### src/design/pgd_pkg.sv
// Shared types and constants of the periodic grid derivative block.
// No dependencies; the multiplier, divider, top level and checker refer to it by scoped names.
package pgd_pkg;

	// Configuration register indexes
	localparam int CFG_IW = 3;
	localparam logic [CFG_IW-1:0] REG_NUM_POINTS     = 3'd0;
	localparam logic [CFG_IW-1:0] REG_NUM_COMPONENTS = 3'd1;
	localparam logic [CFG_IW-1:0] REG_DIFFUSION_MASK = 3'd2;
	localparam logic [CFG_IW-1:0] REG_SPACING_MODE   = 3'd3;
	localparam logic [CFG_IW-1:0] REG_UNIFORM_STEP   = 3'd4;

	// Magnitude width of products, numerators and divisors
	localparam int MW = 100;
	// Multiplier operand width (spacing magnitudes and sample differences)
	localparam int YW = 34;

	localparam logic [31:0] VAL_MAX = 32'h7FFF_FFFF;
	localparam logic [31:0] VAL_MIN = 32'h8000_0000;

	typedef struct packed {
		logic signed [31:0] coordinate;
		logic signed [31:0] sample;
	} in_t;

	typedef struct packed {
		logic [11:0]        point_index;
		logic [3:0]         column;
		logic signed [31:0] value;
		logic               is_derivative;
		logic               saturated;
		logic               last_of_run;
	} out_t;

	function automatic logic [YW-1:0] mag(input logic signed [YW-1:0] v);
		logic signed [YW-1:0] nv;
		nv = -v;
		return v[YW-1] ? nv : v;
	endfunction

endpackage

### src/design/pgd_mul.sv
// Bit-serial shift-and-add multiplier, one multiplier bit per cycle.
// Depends on pgd_pkg for operand widths.
module pgd_mul (
	input  logic                     clk,
	input  logic                     arst_n,
	input  logic                     start,
	input  logic [pgd_pkg::MW-1:0]   x,
	input  logic [pgd_pkg::YW-1:0]   y,
	output logic                     done,
	output logic [pgd_pkg::MW-1:0]   prod
);

	localparam int CNTW = $clog2(pgd_pkg::YW);

	logic                   busy_q;
	logic                   done_q;
	logic [CNTW-1:0]        cnt_q;
	logic [pgd_pkg::MW-1:0] x_q;
	logic [pgd_pkg::YW-1:0] y_q;
	logic [pgd_pkg::MW-1:0] p_q;

	always_ff @(posedge clk or negedge arst_n) begin
		if (!arst_n) begin
			busy_q <= 1'b0;
			done_q <= 1'b0;
			cnt_q  <= '0;
		end else begin
			done_q <= 1'b0;
			if (start) begin
				busy_q <= 1'b1;
				cnt_q  <= '0;
			end else if (busy_q) begin
				cnt_q <= cnt_q + CNTW'(1);
				if (cnt_q == CNTW'(pgd_pkg::YW - 1)) begin
					busy_q <= 1'b0;
					done_q <= 1'b1;
				end
			end
		end
	end

	always_ff @(posedge clk) begin
		if (start) begin
			x_q <= x;
			y_q <= y;
			p_q <= '0;
		end else if (busy_q) begin
			if (y_q[0]) begin
				p_q <= p_q + x_q;
			end
			x_q <= x_q << 1;
			y_q <= y_q >> 1;
		end
	end

	assign done = done_q;
	assign prod = p_q;

endmodule

### config.mk
export PLATFORM = sky130hd
export DESIGN_NAME = pgd_mul
export DESIGN_NICKNAME = d
export VERILOG_FILES = /design/src/design/pgd_pkg.sv /design/src/design/pgd_mul.sv
export SDC_FILE = /design/constraint.sdc
export NUM_CORES = 1
export LEC_CHECK = 0
export BUFFER_PORTS_ARGS = -buffer_cell sky130_fd_sc_hd__buf_4
export CAP_MARGIN = 40
export CORE_MARGIN = 8
export CORE_UTILIZATION = 50
export CTS_CLUSTER_DIAMETER = 30
export DETAILED_ROUTE_END_ITERATION = 16
export PLACE_DENSITY = 0.79
export SLEW_MARGIN = 25
export SYNTH_ARGS = -nofsm -noshare
export SYNTH_HDL_FRONTEND = slang
export SYNTH_SLANG_ARGS = --single-unit
### constraint.sdc
create_clock -name clk -period 4 [get_ports clk]
set_input_delay 0.8 -clock clk [delete_from_list [all_inputs] [get_ports clk]]
set_output_delay 0.8 -clock clk [all_outputs]
set_load 0.01 [all_outputs]
==> flow_summary.json <==
{
  "drive_gt1_frac": 0.258,
  "synth_fp_nets": 1938,
  "die_area_mm2": 0.0371,
  "instances_no_fill": 2382,
  "vias_per_cell": 5.92,
  "status": "finished clean",
  "post_synth_main_area_contributors": "sky130_fd_sc_hd__edfxtp_1 (26%), sky130_fd_sc_hd__dfxtp_1 (13%), sky130_fd_sc_hd__mux2_2 (9.6%)",
  "crit_path_setup_slack_layout_ns": 0.434,
  "cts_buffers": 69,
  "synth.avg_cell_area_um2": 9.19,
  "die_y_um": 193,
  "fin_skew_ns": 0.0195,
  "worst_setup_path_end_kind": "register",
  "clock_buffer_depth": 3,
  "vdd_ir_max_uv": 449,
  "grt_pass1_vias": 14200,
  "grt_max_degree": 72,
  "detail_route.wl_per_cell_um": 19.8,
  "initial_core_util": 0.509,
  "worst_ep_required_time_ns": 4.49,
  "finalPower_mw": 13.9,
  "intPower_mw": 8.90,
  "worst-r2r-cell-count": 12,
  "global_route.usage.total": 0.249,
  "cts-resized-gates": 0,
  "power_leakage_nw": 8.48,
  "clock_power_share": 0.392,
  "sequential_group_share_of_total_power": 0.253,
  "postSynth.asyncResetShare": 0.0331,
  "swShare": 0.360,
  "power_density_mw_per_mm2": 695,
  "detailed_route_wire_length_mm": 47.1,
  "switching_power_mw": 5.00,
  "nets": 2169,
  "drt_iter0_markers": 1376,
  "post_synth_instance_area_mm2": 0.0156,
  "placed_cells_incl_taps": 2255,
  "synth_enable_flop_cells": 134,
  "core_area_mm2": 0.0307,
  "final_antenna_net_count": 0,
  "timing.final.hold_violations": 0,
  "dpl_cell_area_mm2": 0.0177,
  "place.port_buffers": 237,
  "tritoncts": "done",
  "max_clock_freq_ghz": 0.280,
  "insertedDiodeCount": 0,
  "most_common_cell_after_layout_fill_and_taps_aside": "sky130_fd_sc_hd__buf_4",
  "synth_top_flop_cell": "sky130_fd_sc_hd__edfxtp_1",
  "synth_top_cell_area_share": 0.258,
  "area_delta_synth_final_pct": 28.1,
  "synthesis.instances": 1699,
  "start_kind": "register",
  "fin_tns_setup_ns": 0,
  "reg_to_reg_start": "x_q[5]",
  "power.share.combinational": 0.355,
  "drc_violations_left": 0,
  "final_area_mm2": 0.0200,
  "max_slew_margin": 0.458,
  "dp.final_hpwl_mm": 34.4,
  "rr_endpoint": "prod[94]",
  "cap_viol_max_count": 0,
  "layout_worst_path_cycle_share": 0.891,
  "multi_input_comb_area_mm2": 0.00888,
  "antenna_violations_before_repair": 0,
  "grt.overflow.total": 0,
  "fillCellCount": 2451,
  "clk_root_buffer_cell": "sky130_fd_sc_hd__clkbuf_16",
  "die_width_um": 193,
  "first_pass_iters": 6,
  "hold_path_class": "input port to async pin",
  "gp_routability_congestion": 0.968,
  "grt_first_pass_wirelength_mm": 74.5,
  "post_synth_num_cell_types": 79,
  "ioPinCount": 238,
  "row_count": 64,
  "fin_util": 0.652,
  "cts.clk_slew.worst_paths_ns": 0.05,
  "yosys_warnings": 0,
  "critical_path_arrival_ns": 4.06,
  "finalWorstPathRequiredPeriod_ns": 3.57,
  "finalMaxSlewViolations": 0,
  "synth_seq_area_share": 0.399,
  "synth_seq_cells": 242,
  "route.vias.total": 14100,
  "hold-worst-slack_ns": 0.0459,
  "rsz0062_at_grt": "false",
  "ff_latch_area_mm2": 0.00623,
  "h-tree-depth": 3,
  "finalSetupViolations": 0,
  "cts_hold_buf": 0,
  "preCtsSetupSlack_ns": 0.517,
  "postCtsSetupRepairBufs": 0,
  "ff2ff_setup_slack_ns": 0.43,
  "path_class": "register to register",
  "worst_pin_slew_ns": 0.812,
  "final_cell_mix": "sky130_fd_sc_hd__buf_4 (248), sky130_fd_sc_hd__nand2_1 (240), sky130_fd_sc_hd__a21oi_1 (198)",
  "worstSkewPairLatency_ns": 0.57,
  "numClockSinks": 242,
  "yosysTopAreaCell": "sky130_fd_sc_hd__edfxtp_1",
  "worstPathMaxFanout": 4
}
## worst max-delay path, cell delays in order, from the launching register on
cell and delay, ns:
sky130_fd_sc_hd__edfxtp_1 0.39, sky130_fd_sc_hd__ha_1 0.36, sky130_fd_sc_hd__and2_1 0.21, sky130_fd_sc_hd__nor3b_2 0.24, sky130_fd_sc_hd__o211ai_1 0.18, sky130_fd_sc_hd__a211oi_1 0.43
sky130_fd_sc_hd__o31ai_1 0.14, sky130_fd_sc_hd__buf_4 0.18, sky130_fd_sc_hd__a21oi_1 0.29, sky130_fd_sc_hd__o21a_1 0.28, sky130_fd_sc_hd__o2111ai_2 0.21, sky130_fd_sc_hd__a2111oi_0 0.41
sky130_fd_sc_hd__nand3b_1 0.17
## logic make-up after synthesis
logic type,after synthesis,synth area share
adders and majority gates,102,0.0822
muxes,137,0.0985
DFF,242,0.399
AOI/OAI and AO/OA,491,0.191
and+or+nand+nor,523,0.150
buffers and inverters,123,0.0334
xor gates and xnor gates,81,0.0454
## cell usage after synthesis (all sizes together) (4+ instances only)
cell / count
a211o: 5
a211oi: 11
a21o: 36
a21oi: 200
a221o: 5
a31oi: 9
and2: 9
and3: 6
buf: 9
clkbuf: 84
dfrtp: 8
dfxtp: 100
edfxtp: 134
ha: 101
inv: 30
mux2: 133
mux2i: 4
nand2: 241
nand2b: 6
nand3: 27
nand3b: 4
nand4: 46
nor2: 116
nor3: 26
nor4: 9
o2111ai: 4
o211ai: 16
o21a: 17
o21ai: 122
o21bai: 25
o31ai: 6
or2: 11
or3: 7
or4: 4
xnor2: 49
xor2: 32
## layer usage
layer  vias up  global-route usage  share of wire
li1       6766                   -              -
met1      6671               0.319           0.43
met2       567               0.403           0.47
met3       102              0.0580          0.081
met4         0              0.0946          0.029
met5         -                   0              0
## power by group through the flow
stage	Clock (mW)	Sequential, mW	Combinational, mW
global placement	0	3.52	4.75
global route	5.67	3.56	5.41
detailed placement	0	3.54	4.81
finish	5.45	3.51	4.93
CTS	5.52	3.50	4.87
floorplan	0	3.53	3.28
## worst max-delay path by stage
stage / from / end / slack [ns]
2_1_floorplan: start / x_q[0] / 0.005
3_3_place_gp: x_q[0] / prod[96] / 0.57
3_5_place_dp: x_q[0] / prod[96] / 0.52
4_1_cts: x_q[0] / prod[96] / 0.47
5_1_grt: x_q[5] / prod[94] / 0.27
6_report: x_q[5] / prod[94] / 0.43
## state kept, by name, indices dropped and copies added (netlist names)
name	flops
prod	100
x_q	100
y_q	34
cnt_q	6
busy_q	1
done	1
## cell type report
class / instances / area share
multi-input cells: 1334 / 0.444
repair buffers: 253 / 0.0981
well taps: 396 / 0.0248
inverters: 30 / 0.00582
clock inverters: 41 / 0.0237
clock buffers: 86 / 0.0926
flip-flops and latches: 242 / 0.311
(Power assumes the default switching activity.)
