### config.mk
export PLATFORM = sky130hd
export DESIGN_NAME = pgd_div
export DESIGN_NICKNAME = d
export VERILOG_FILES = /design/src/design/pgd_pkg.sv /design/src/design/pgd_div.sv
export SDC_FILE = /design/constraint.sdc
export NUM_CORES = 1
export LEC_CHECK = 0
export BUFFER_PORTS_ARGS = -buffer_cell sky130_fd_sc_hd__buf_4
export CORE_MARGIN = 2
export CORE_UTILIZATION = 40
export DETAILED_ROUTE_END_ITERATION = 6
export HOLD_SLACK_MARGIN = 0.02
export SLEW_MARGIN = 20
export SYNTH_ARGS = -nofsm -noshare
export SYNTH_HDL_FRONTEND = slang
export SYNTH_SLANG_ARGS = --single-unit
### constraint.sdc
create_clock -name clk -period 9.8 [get_ports clk]
set_clock_uncertainty 0.15 [all_clocks]
set_input_delay 0.49 -clock clk [delete_from_list [all_inputs] [get_ports clk]]
set_output_delay 0.49 -clock clk [all_outputs]
set_load 0.05 [all_outputs]
### src/design/pgd_pkg.sv
// Shared types and constants of the periodic grid derivative block.
// No dependencies; the multiplier, divider, top level and checker refer to it by scoped names.
package pgd_pkg;

	// Configuration register indexes
	localparam int CFG_IW = 3;
	localparam logic [CFG_IW-1:0] REG_NUM_POINTS     = 3'd0;
	localparam logic [CFG_IW-1:0] REG_NUM_COMPONENTS = 3'd1;
	localparam logic [CFG_IW-1:0] REG_DIFFUSION_MASK = 3'd2;
	localparam logic [CFG_IW-1:0] REG_SPACING_MODE   = 3'd3;
	localparam logic [CFG_IW-1:0] REG_UNIFORM_STEP   = 3'd4;

	// Magnitude width of products, numerators and divisors
	localparam int MW = 100;
	// Multiplier operand width (spacing magnitudes and sample differences)
	localparam int YW = 34;

	localparam logic [31:0] VAL_MAX = 32'h7FFF_FFFF;
	localparam logic [31:0] VAL_MIN = 32'h8000_0000;

	typedef struct packed {
		logic signed [31:0] coordinate;
		logic signed [31:0] sample;
	} in_t;

	typedef struct packed {
		logic [11:0]        point_index;
		logic [3:0]         column;
		logic signed [31:0] value;
		logic               is_derivative;
		logic               saturated;
		logic               last_of_run;
	} out_t;

	function automatic logic [YW-1:0] mag(input logic signed [YW-1:0] v);
		logic signed [YW-1:0] nv;
		nv = -v;
		return v[YW-1] ? nv : v;
	endfunction

endpackage

### src/design/pgd_div.sv
// Restoring divider, one quotient bit per cycle, then a rounding step
// (half away from zero on magnitudes). Depends on pgd_pkg for widths.
module pgd_div #(
	parameter int FRAC_BITS = 16
) (
	input  logic                                clk,
	input  logic                                arst_n,
	input  logic                                start,
	input  logic [pgd_pkg::MW-1:0]              num,
	input  logic [pgd_pkg::MW-1:0]              den,
	output logic                                done,
	output logic [pgd_pkg::MW+FRAC_BITS-1:0]    quo
);

	localparam int MW   = pgd_pkg::MW;
	localparam int L    = MW + FRAC_BITS;
	localparam int CNTW = $clog2(L);

	logic            busy_q;
	logic            rnd_q;
	logic            done_q;
	logic [CNTW-1:0] cnt_q;
	logic [L-1:0]    rq_q;
	logic [MW-1:0]   r_q;
	logic [MW-1:0]   d_q;

	logic [MW:0] rs;
	logic [MW:0] rdiff;
	logic        ge;
	logic        rnd_up;

	always_comb begin
		rs     = {r_q, rq_q[L-1]};
		rdiff  = rs - {1'b0, d_q};
		ge     = rs >= {1'b0, d_q};
		rnd_up = {r_q, 1'b0} >= {1'b0, d_q};
	end

	always_ff @(posedge clk or negedge arst_n) begin
		if (!arst_n) begin
			busy_q <= 1'b0;
			rnd_q  <= 1'b0;
			done_q <= 1'b0;
			cnt_q  <= '0;
		end else begin
			done_q <= 1'b0;
			if (start) begin
				busy_q <= 1'b1;
				cnt_q  <= '0;
			end else if (busy_q) begin
				cnt_q <= cnt_q + CNTW'(1);
				if (cnt_q == CNTW'(L - 1)) begin
					busy_q <= 1'b0;
					rnd_q  <= 1'b1;
				end
			end else if (rnd_q) begin
				rnd_q  <= 1'b0;
				done_q <= 1'b1;
			end
		end
	end

	always_ff @(posedge clk) begin
		if (start) begin
			rq_q <= {num, {FRAC_BITS{1'b0}}};
			r_q  <= '0;
			d_q  <= den;
		end else if (busy_q) begin
			r_q  <= ge ? rdiff[MW-1:0] : rs[MW-1:0];
			rq_q <= {rq_q[L-2:0], ge};
		end else if (rnd_q && rnd_up) begin
			rq_q <= rq_q + L'(1);
		end
	end

	assign done = done_q;
	assign quo  = rq_q;

endmodule

==> results of run 1 <==
## where the power goes
part	leakage (µW)	internal (µW)	switching (µW)
logic	0.00778	1190	1970
registers	0.00316	1730	239
clock network	0.000696	985	638
## repair_timing
action | CTS | global route
setup buffers | 0 | 0
hold endpoints to repair | 119 | 0
hold buffers | 110 | 0
endpoints found under the setup margin | 0 | 0
## how the worst min path moves through the flow
stage / slack [ns] / endpoint / cells after the start / from
floorplan: 0.04 / busy_q$_DFF_PN0_ / 0 / arst_n
global placement: 0.19 / done$_DFF_PN0_ / 1 / arst_n
detailed placement: 0.19 / done$_DFF_PN0_ / 1 / arst_n
CTS: 0.02 / quo[64]$_DFFE_PP_ / 3 / num[48]
global route: 0.03 / quo[37]$_DFFE_PP_ / 2 / num[21]
finish: 0.04 / quo[64]$_DFFE_PP_ / 3 / num[48]
## worst min-delay path: stages
cell and delay, ns:
buf_4 0.08, nand2_1 0.04, o31ai_1 0.05
## layout make-up
| type | instances | area (µm²) |
|---|---|---|
| clock buffers | 53 | 1140 |
| clock inverters | 23 | 285 |
| fillers | 5419 | 28200 |
| inverters | 148 | 558 |
| multi-input cells | 2190 | 13100 |
| flip-flops and latches | 326 | 8580 |
| well taps | 756 | 946 |
| repair buffers | 444 | 3640 |
## registers in the layout, summed over array words and instances, names as in the netlist
name / count
r_q: 100
d_q: 100
busy_q: 1
rnd_q: 1
done: 1
quo: 116
cnt_q: 7
## through the flow
stage | setup WS (ns) | cell area [µm²] | hold slack, ns | cells
final | 4.63 | 28200 | 0.0423 | 3940
after global routing | 4.17 | 28200 | 0.0337 | 3940
after CTS | 4.62 | 28200 | 0.0203 | 3939
after detailed placement | 4.63 | 25700 | 0.186 | 3753
after global placement | 4.60 | 25700 | 0.186 | 3753
after floorplan | 4.31 | 22800 | 0.0444 | 2826
## layout by cell type, fill, tap and decap left out, types with 18 or more instances in the layout
master / netlist / final
nand2_1: 313 / 313
o21a_1: 20 / 20
a21o_1: 61 / 61
o211ai_1: 31 / 31
a21oi_1: 375 / 375
o31ai_1: 52 / 52
nor4_1: 22 / 22
nor3_1: 45 / 45
mux2i_1: 23 / 23
nand4_1: 66 / 66
buf_4: 0 / 331
o21ai_0: 184 / 184
dlygate4sd3_1: 0 / 110
or3_1: 22 / 22
ha_1: 102 / 102
a31oi_1: 18 / 18
dfxtp_1: 116 / 116
nand3_1: 65 / 65
o21bai_1: 32 / 32
clkbuf_16: 0 / 43
inv_1: 148 / 147
edfxtp_1: 200 / 200
and3_1: 38 / 38
a211oi_1: 70 / 69
xor2_1: 48 / 48
nor2_1: 325 / 324
xnor2_1: 68 / 68
## cells by family (layout without fill, tap and decap cells)
family / after synthesis / in the layout / synth area share
adder cells (fa/ha/maj): 103 / 103 / 0.0568
buffers and inverters: 310 / 668 / 0.0519
multiplexers: 42 / 42 / 0.0195
AND/OR/NAND/NOR: 994 / 994 / 0.204
flip-flops: 326 / 326 / 0.376
XOR/XNOR: 116 / 116 / 0.0445
AO/OA/AOI/OAI: 935 / 935 / 0.247
## per-layer routing
layer | routed length [µm] | global-route usage | vias up
met2 | 34200 | 0.403 | 732
met1 | 34500 | 0.343 | 10600
li1 | - | - | 10900
met5 | 0 | 0 | -
met4 | 1790 | 0.0646 | 0
met3 | 5010 | 0.0412 | 107
==> impl_metrics.csv, run 1 <==
group,metric,value,unit
synthesis,synth.top_cell.area_share,0.263,
floorplanning,die_h,243,µm
setup_path,critPathCapture,"r_q[37]$_SDFFE_PP0P_",
setup_path,worst_path_most_repeated_cell,"a21oi_1",
global_routing,grt.overflow.total,0,
setup_path,slowest_stage,"buf_4",
synthesis,synth_cell_types,78,
detailed_routing,drtIter0Drc,1693,
detailed_routing,viasPerCell,5.68,
synthesis,yosysMostFrequentCell,"a21oi_1",
floorplanning,num_io_pins,320,
synthesis,netlist_instances,2826,
finish,fin_nets,3457,
clock_network,cts_made_buffers,41,
floorplanning,start_util,0.405,
synthesis,synthTopCellsByArea,"edfxtp_1, dfxtp_1, a21oi_1",
setup_path,r2r-start,"r_q[87]$_SDFFE_PP0P_",
timing,slew_headroom,0.281,
floorplanning,die_w,243,µm
floorplanning,core,56400,µm²
power_and_ir_drop,power_density,239,nW/µm²
run,drv_cap,0,
timing,rsz0062_at_grt,"no",
synthesis,syn_nets,3132,
clock_network,cts_resized,0,
finish,syn_to_final_growth,23.7,%
setup_path,cp_cell_sequence,"ha_1 > a21oi_1 > o21ai_0 > a21oi_1 > o21ai_0 > a2111oi_0 > o211ai_1 > a211oi_4 > buf_4 > buf_4 > a21oi_1 > a211oi_1",
clock_network,clk_path_buf_depth,3,
synthesis,synth_edf_count,200,
synthesis,yosys.area.top_type,"edfxtp_1",
global_routing,antenna_found_initial,0,
place,dp_hpwl,54400,µm
detailed_routing,antenna_left,0,
setup_path,cp.arrival,5.50,ns
clock_network,worstSkewPairLatency,0.58,ns
timing,setup_viol,0,
synthesis,synth_commonest_cells,"a21oi_1, nor2_1, nand2_1",
detailed_routing,wirelength,75500,µm
run_status,outcome,"finished clean",
finish,diodes,0,
setup_path,crit_type,"register to register",
finish,drive_gt1_frac,0.141,
power_and_ir_drop,power,6750,µW
timing,slew_violations,0,
global_routing,grt_use_total,0.248,
setup_path,crit_required,10.14,ns
timing,post-route-period-util,0.527,
global_routing,grt_pass1_wl,119000,µm
setup_path,ff2ff_path_depth,12,
global_routing,grt_pass1_vias,21600,
setup_path,max_stage_delay,0.76,ns
clock_network,cts-root-buf,"clkbuf_16",
setup_path,cp-startpoint,"r_q[87]$_SDFFE_PP0P_",
detailed_routing,routedWlPerCell,19.2,µm
global_routing,grt_start_max_net_pins,108,
clock_network,path_clk_slew,0.06,ns
timing,final.setup.tns,0,ns
power_and_ir_drop,leakage,0.0116,µW
timing,hold_violations,0,
place,portBuffers,319,
synthesis,ys_async_sr_fraction,0.0307,
floorplanning,fp-row-count,87,
detailed_routing,num_vias,22400,
setup_path,crit_family,"compound AO/OA/AOI/OAI gates",
detailed_routing,drtPass1Iterations,5,
detailed_routing,drc,0,
hold_path,hold_path.class,"primary input to register",
clock_network,cts.sinks,326,
setup_path,path_depth,12,
synthesis,ys_seq_area_frac,0.376,
synthesis,yosys_warnings,0,
place,place_congestion,0.965,
synthesis,ys.flop_type,"edfxtp_1",
floorplanning,dieArea,59000,µm²
synthesis,syn_area_per_cell,8.07,µm²
synthesis,ys_ff_latch,326,
timing,final.min_clock_period,5.17,ns
power_and_ir_drop,ir_drop,0.157,mV
clock_network,htreeDepth,2,
setup_path,critPathLaunchType,"register",
setup_path,crit_buf_inv,2,
setup_path,ff2ff_setup_slack,4.63,ns
setup_path,critical_path.endpoint_type,"register",
setup_path,critPathMaxFanout,85,
timing,fmax,194,MHz
clock_network,cts_tree,"built",
synthesis,syn_area,22800,µm²
setup_path,r2r-end,"r_q[37]$_SDFFE_PP0P_",
finish,fin_util,0.501,
timing,tightest_slew,1.07,ns
Note: power is estimated with default switching activity, not from simulation.
==> run 2: changes to the inputs <==
==> constraint.sdc (replaced) <==
create_clock -name clk -period 4.3 [get_ports clk]
set_clock_uncertainty 0.15 [all_clocks]
set_input_delay 0.215 -clock clk [delete_from_list [all_inputs] [get_ports clk]]
set_output_delay 0.215 -clock clk [all_outputs]
set_load 0.05 [all_outputs]
==> run 2 against run 1 <==
Via count is 2.7% higher. Sequential cell count did not move. Combinational power rose by 140%. Sequential share of layout area is 1.4 points lower. Utilization increased by 2.4 points. Count of clock-buffer cells in the layout is 3 higher. Wire length rose by 3.4%. Final area grew 4.7%. Non-clock buffer count increased by 144.
==> impl_metrics.csv, run 2 (synthesis gave the netlist of run 1 again) <==
group,metric,value,unit
finish,largest_reg_flops,116,
setup_path,cp.arrival,4.30,ns
global_routing,antenna_found_initial,0,
power_and_ir_drop,pwr-share-clk,0.220,
finish,drive_gt1_frac,0.153,
detailed_routing,drtIter0Drc,1778,
hold_path,hold_path.class,"primary input to register",
run,drv_cap,0,
timing,post-route-period-util,0.943,
place,dp.cells,3800,
finish,layout_commonest_cell,"buf_4",
power_and_ir_drop,power_density,525,nW/µm²
global_routing,grt.overflow.total,0,
hold_path,min_from,"den[67]",
timing,tightest_slew,1.00,ns
global_routing,grt_pass1_vias,22200,
clock_network,cts_made_buffers,40,
setup_path,r2r-end,"r_q[86]$_SDFFE_PP0P_",
setup_path,crit_required,4.55,ns
setup_path,r2r-start,"quo[115]$_DFFE_PP_",
floorplanning,fp-row-count,87,
setup_path,ff2ff_setup_slack,0.24,ns
detailed_routing,drtPass1Iterations,6,
hold_path,min_path_cells,2,
timing,final.min_clock_period,4.06,ns
finish,layout_common_cells,"buf_4, a21oi_1, nor2_1, nand2_1, dlygate4sd3_1",
detailed_routing,routedWlPerCell,19.1,µm
power_and_ir_drop,leakage,0.0123,µW
floorplanning,die_w,243,µm
detailed_routing,wirelength,78100,µm
setup_path,critPathLaunchType,"register",
finish,final_cells,4084,
timing,rsz0062_at_grt,"yes",
power_and_ir_drop,power,15500,µW
timing,fmax,247,MHz
place,dp_slack,0.0371,ns
floorplanning,die_h,243,µm
detailed_routing,drc,0,
clock_network,cts.sinks,326,
floorplanning,start_util,0.405,
power_and_ir_drop,p_int,8880,µW
global_routing,grt_start_max_net_pins,186,
floorplanning,core,56400,µm²
timing,setup_viol,0,
clock_network,htreeDepth,2,
setup_path,critical_path.endpoint_type,"register",
floorplanning,num_io_pins,320,
place,dp_hpwl,55700,µm
run_status,outcome,"finished clean",
clock_network,worstSkewPairLatency,0.58,ns
global_routing,grt_pass1_wl,123000,µm
finish,fin_nets,3600,
detailed_routing,viasPerCell,5.63,
power_and_ir_drop,power_frac_comb,0.490,
setup_path,ff2ff_path_depth,18,
detailed_routing,antenna_left,0,
clock_network,clk_path_buf_depth,3,
setup_path,critPathMaxFanout,4,
clock_network,cts-root-buf,"clkbuf_16",
timing,setup_ws,0.244,ns
detailed_routing,num_vias,23000,
power_and_ir_drop,p_seq_frac,0.290,
setup_path,crit_type,"register to register",
timing,slew_violations,0,
floorplanning,dieArea,59000,µm²
place,placed_area,26100,µm²
place,place_congestion,0.931,
power_and_ir_drop,netSwitchingFraction,0.427,
finish,syn_to_final_growth,29.6,%
hold_path,whs_endpoint,"d_q[67]$_DFFE_PP_",
clock_network,cts_tree,"built",
place,portBuffers,319,
global_routing,grt_use_total,0.256,
finish,design_area,29600,µm²
timing,hold_violations,0,
power_and_ir_drop,p_sw,6630,µW
timing,slew_headroom,0.324,
power_and_ir_drop,ir_drop,0.372,mV
clock_network,path_clk_slew,0.06,ns
## run 2: changes by cell type in the layout (fill, tap and decap cells not counted), moves of 3 or more
cell / change
buf_4: +43
a2111oi_0: -3
clkinvlp_4: -3
clkbuf_8: +3
dlygate4sd3_1: +93
buf_12: +7
bufinv_16: -4
## run 2: layout make-up
type,instances,area [µm²]
flip-flops and latches,326,8580
multi-input cells,2190,13100
fillers,5334,26800
diodes,2,5.00
clock inverters,18,181
inverters,148,558
clock buffers,56,1120
repair buffers,588,5050
well taps,756,946
## run 2: power by group through the flow
stage	sequential [µW]	combinational, µW	clock (µW)
detailed placement	4540	7200	0
finish	4490	7600	3420
floorplan	4710	4940	0
global route	4580	8410	3630
global placement	4520	7200	0
CTS	4480	7420	3510
## run 2: critical path, stage by stage (launching register included)
cell	delay [ns]
edfxtp_1	0.39
inv_1	0.11
ha_1	0.20
fa_1	0.21
nand2b_1	0.15
a211oi_1	0.08
buf_4	0.15
o211ai_1	0.22
a31oi_1	0.14
nor3_1	0.32
buf_4	0.20
a22o_1	0.21
o32ai_2	0.12
o211ai_1	0.42
buf_4	0.20
a21oi_2	0.06
or3_1	0.32
a21oi_1	0.17
a2111oi_2	0.05
## run 2: per-stage QoR
stage	hold WS, ns	utilization	setup TNS, ns
2_1_floorplan	-0.231	-	0
5_1_grt	0.184	0.524	-0.0231
6_report	0.196	0.524	0
3_3_place_gp	-0.0967	0.463	0
3_5_place_dp	-0.0973	0.463	0
4_1_cts	0.167	0.523	0
## run 2: worst max path at each step
stage                        from              endpoint  slack, ns
4_1_cts         d_q[92]$_DFFE_PP_  r_q[83]$_SDFFE_PP0P_       0.14
3_3_place_gp    d_q[92]$_DFFE_PP_  r_q[11]$_SDFFE_PP0P_       0.11
2_1_floorplan  quo[115]$_DFFE_PP_  r_q[96]$_SDFFE_PP0P_       0.27
5_1_grt        quo[115]$_DFFE_PP_  r_q[96]$_SDFFE_PP0P_      -0.01
6_report       quo[115]$_DFFE_PP_  r_q[86]$_SDFFE_PP0P_       0.24
3_5_place_dp    d_q[92]$_DFFE_PP_  r_q[19]$_SDFFE_PP0P_       0.04
## run 2: repair_timing
item,CTS,global route
hold buffers,203,0
gates cloned,0,1
setup endpoints to repair,1,62
resized for setup,1,19
buffers inserted,0,4
pin swaps,0,4
hold endpoints to repair,214,0
## run 2: per-layer routing
layer / vias to the layer above / routed length, µm / global-route usage
met1: 10900 / 34900 / 0.348
met3: 115 / 5230 / 0.0426
met5: - / 0 / 0
li1: 11200 / - / -
met2: 762 / 36000 / 0.422
met4: 0 / 1950 / 0.0691
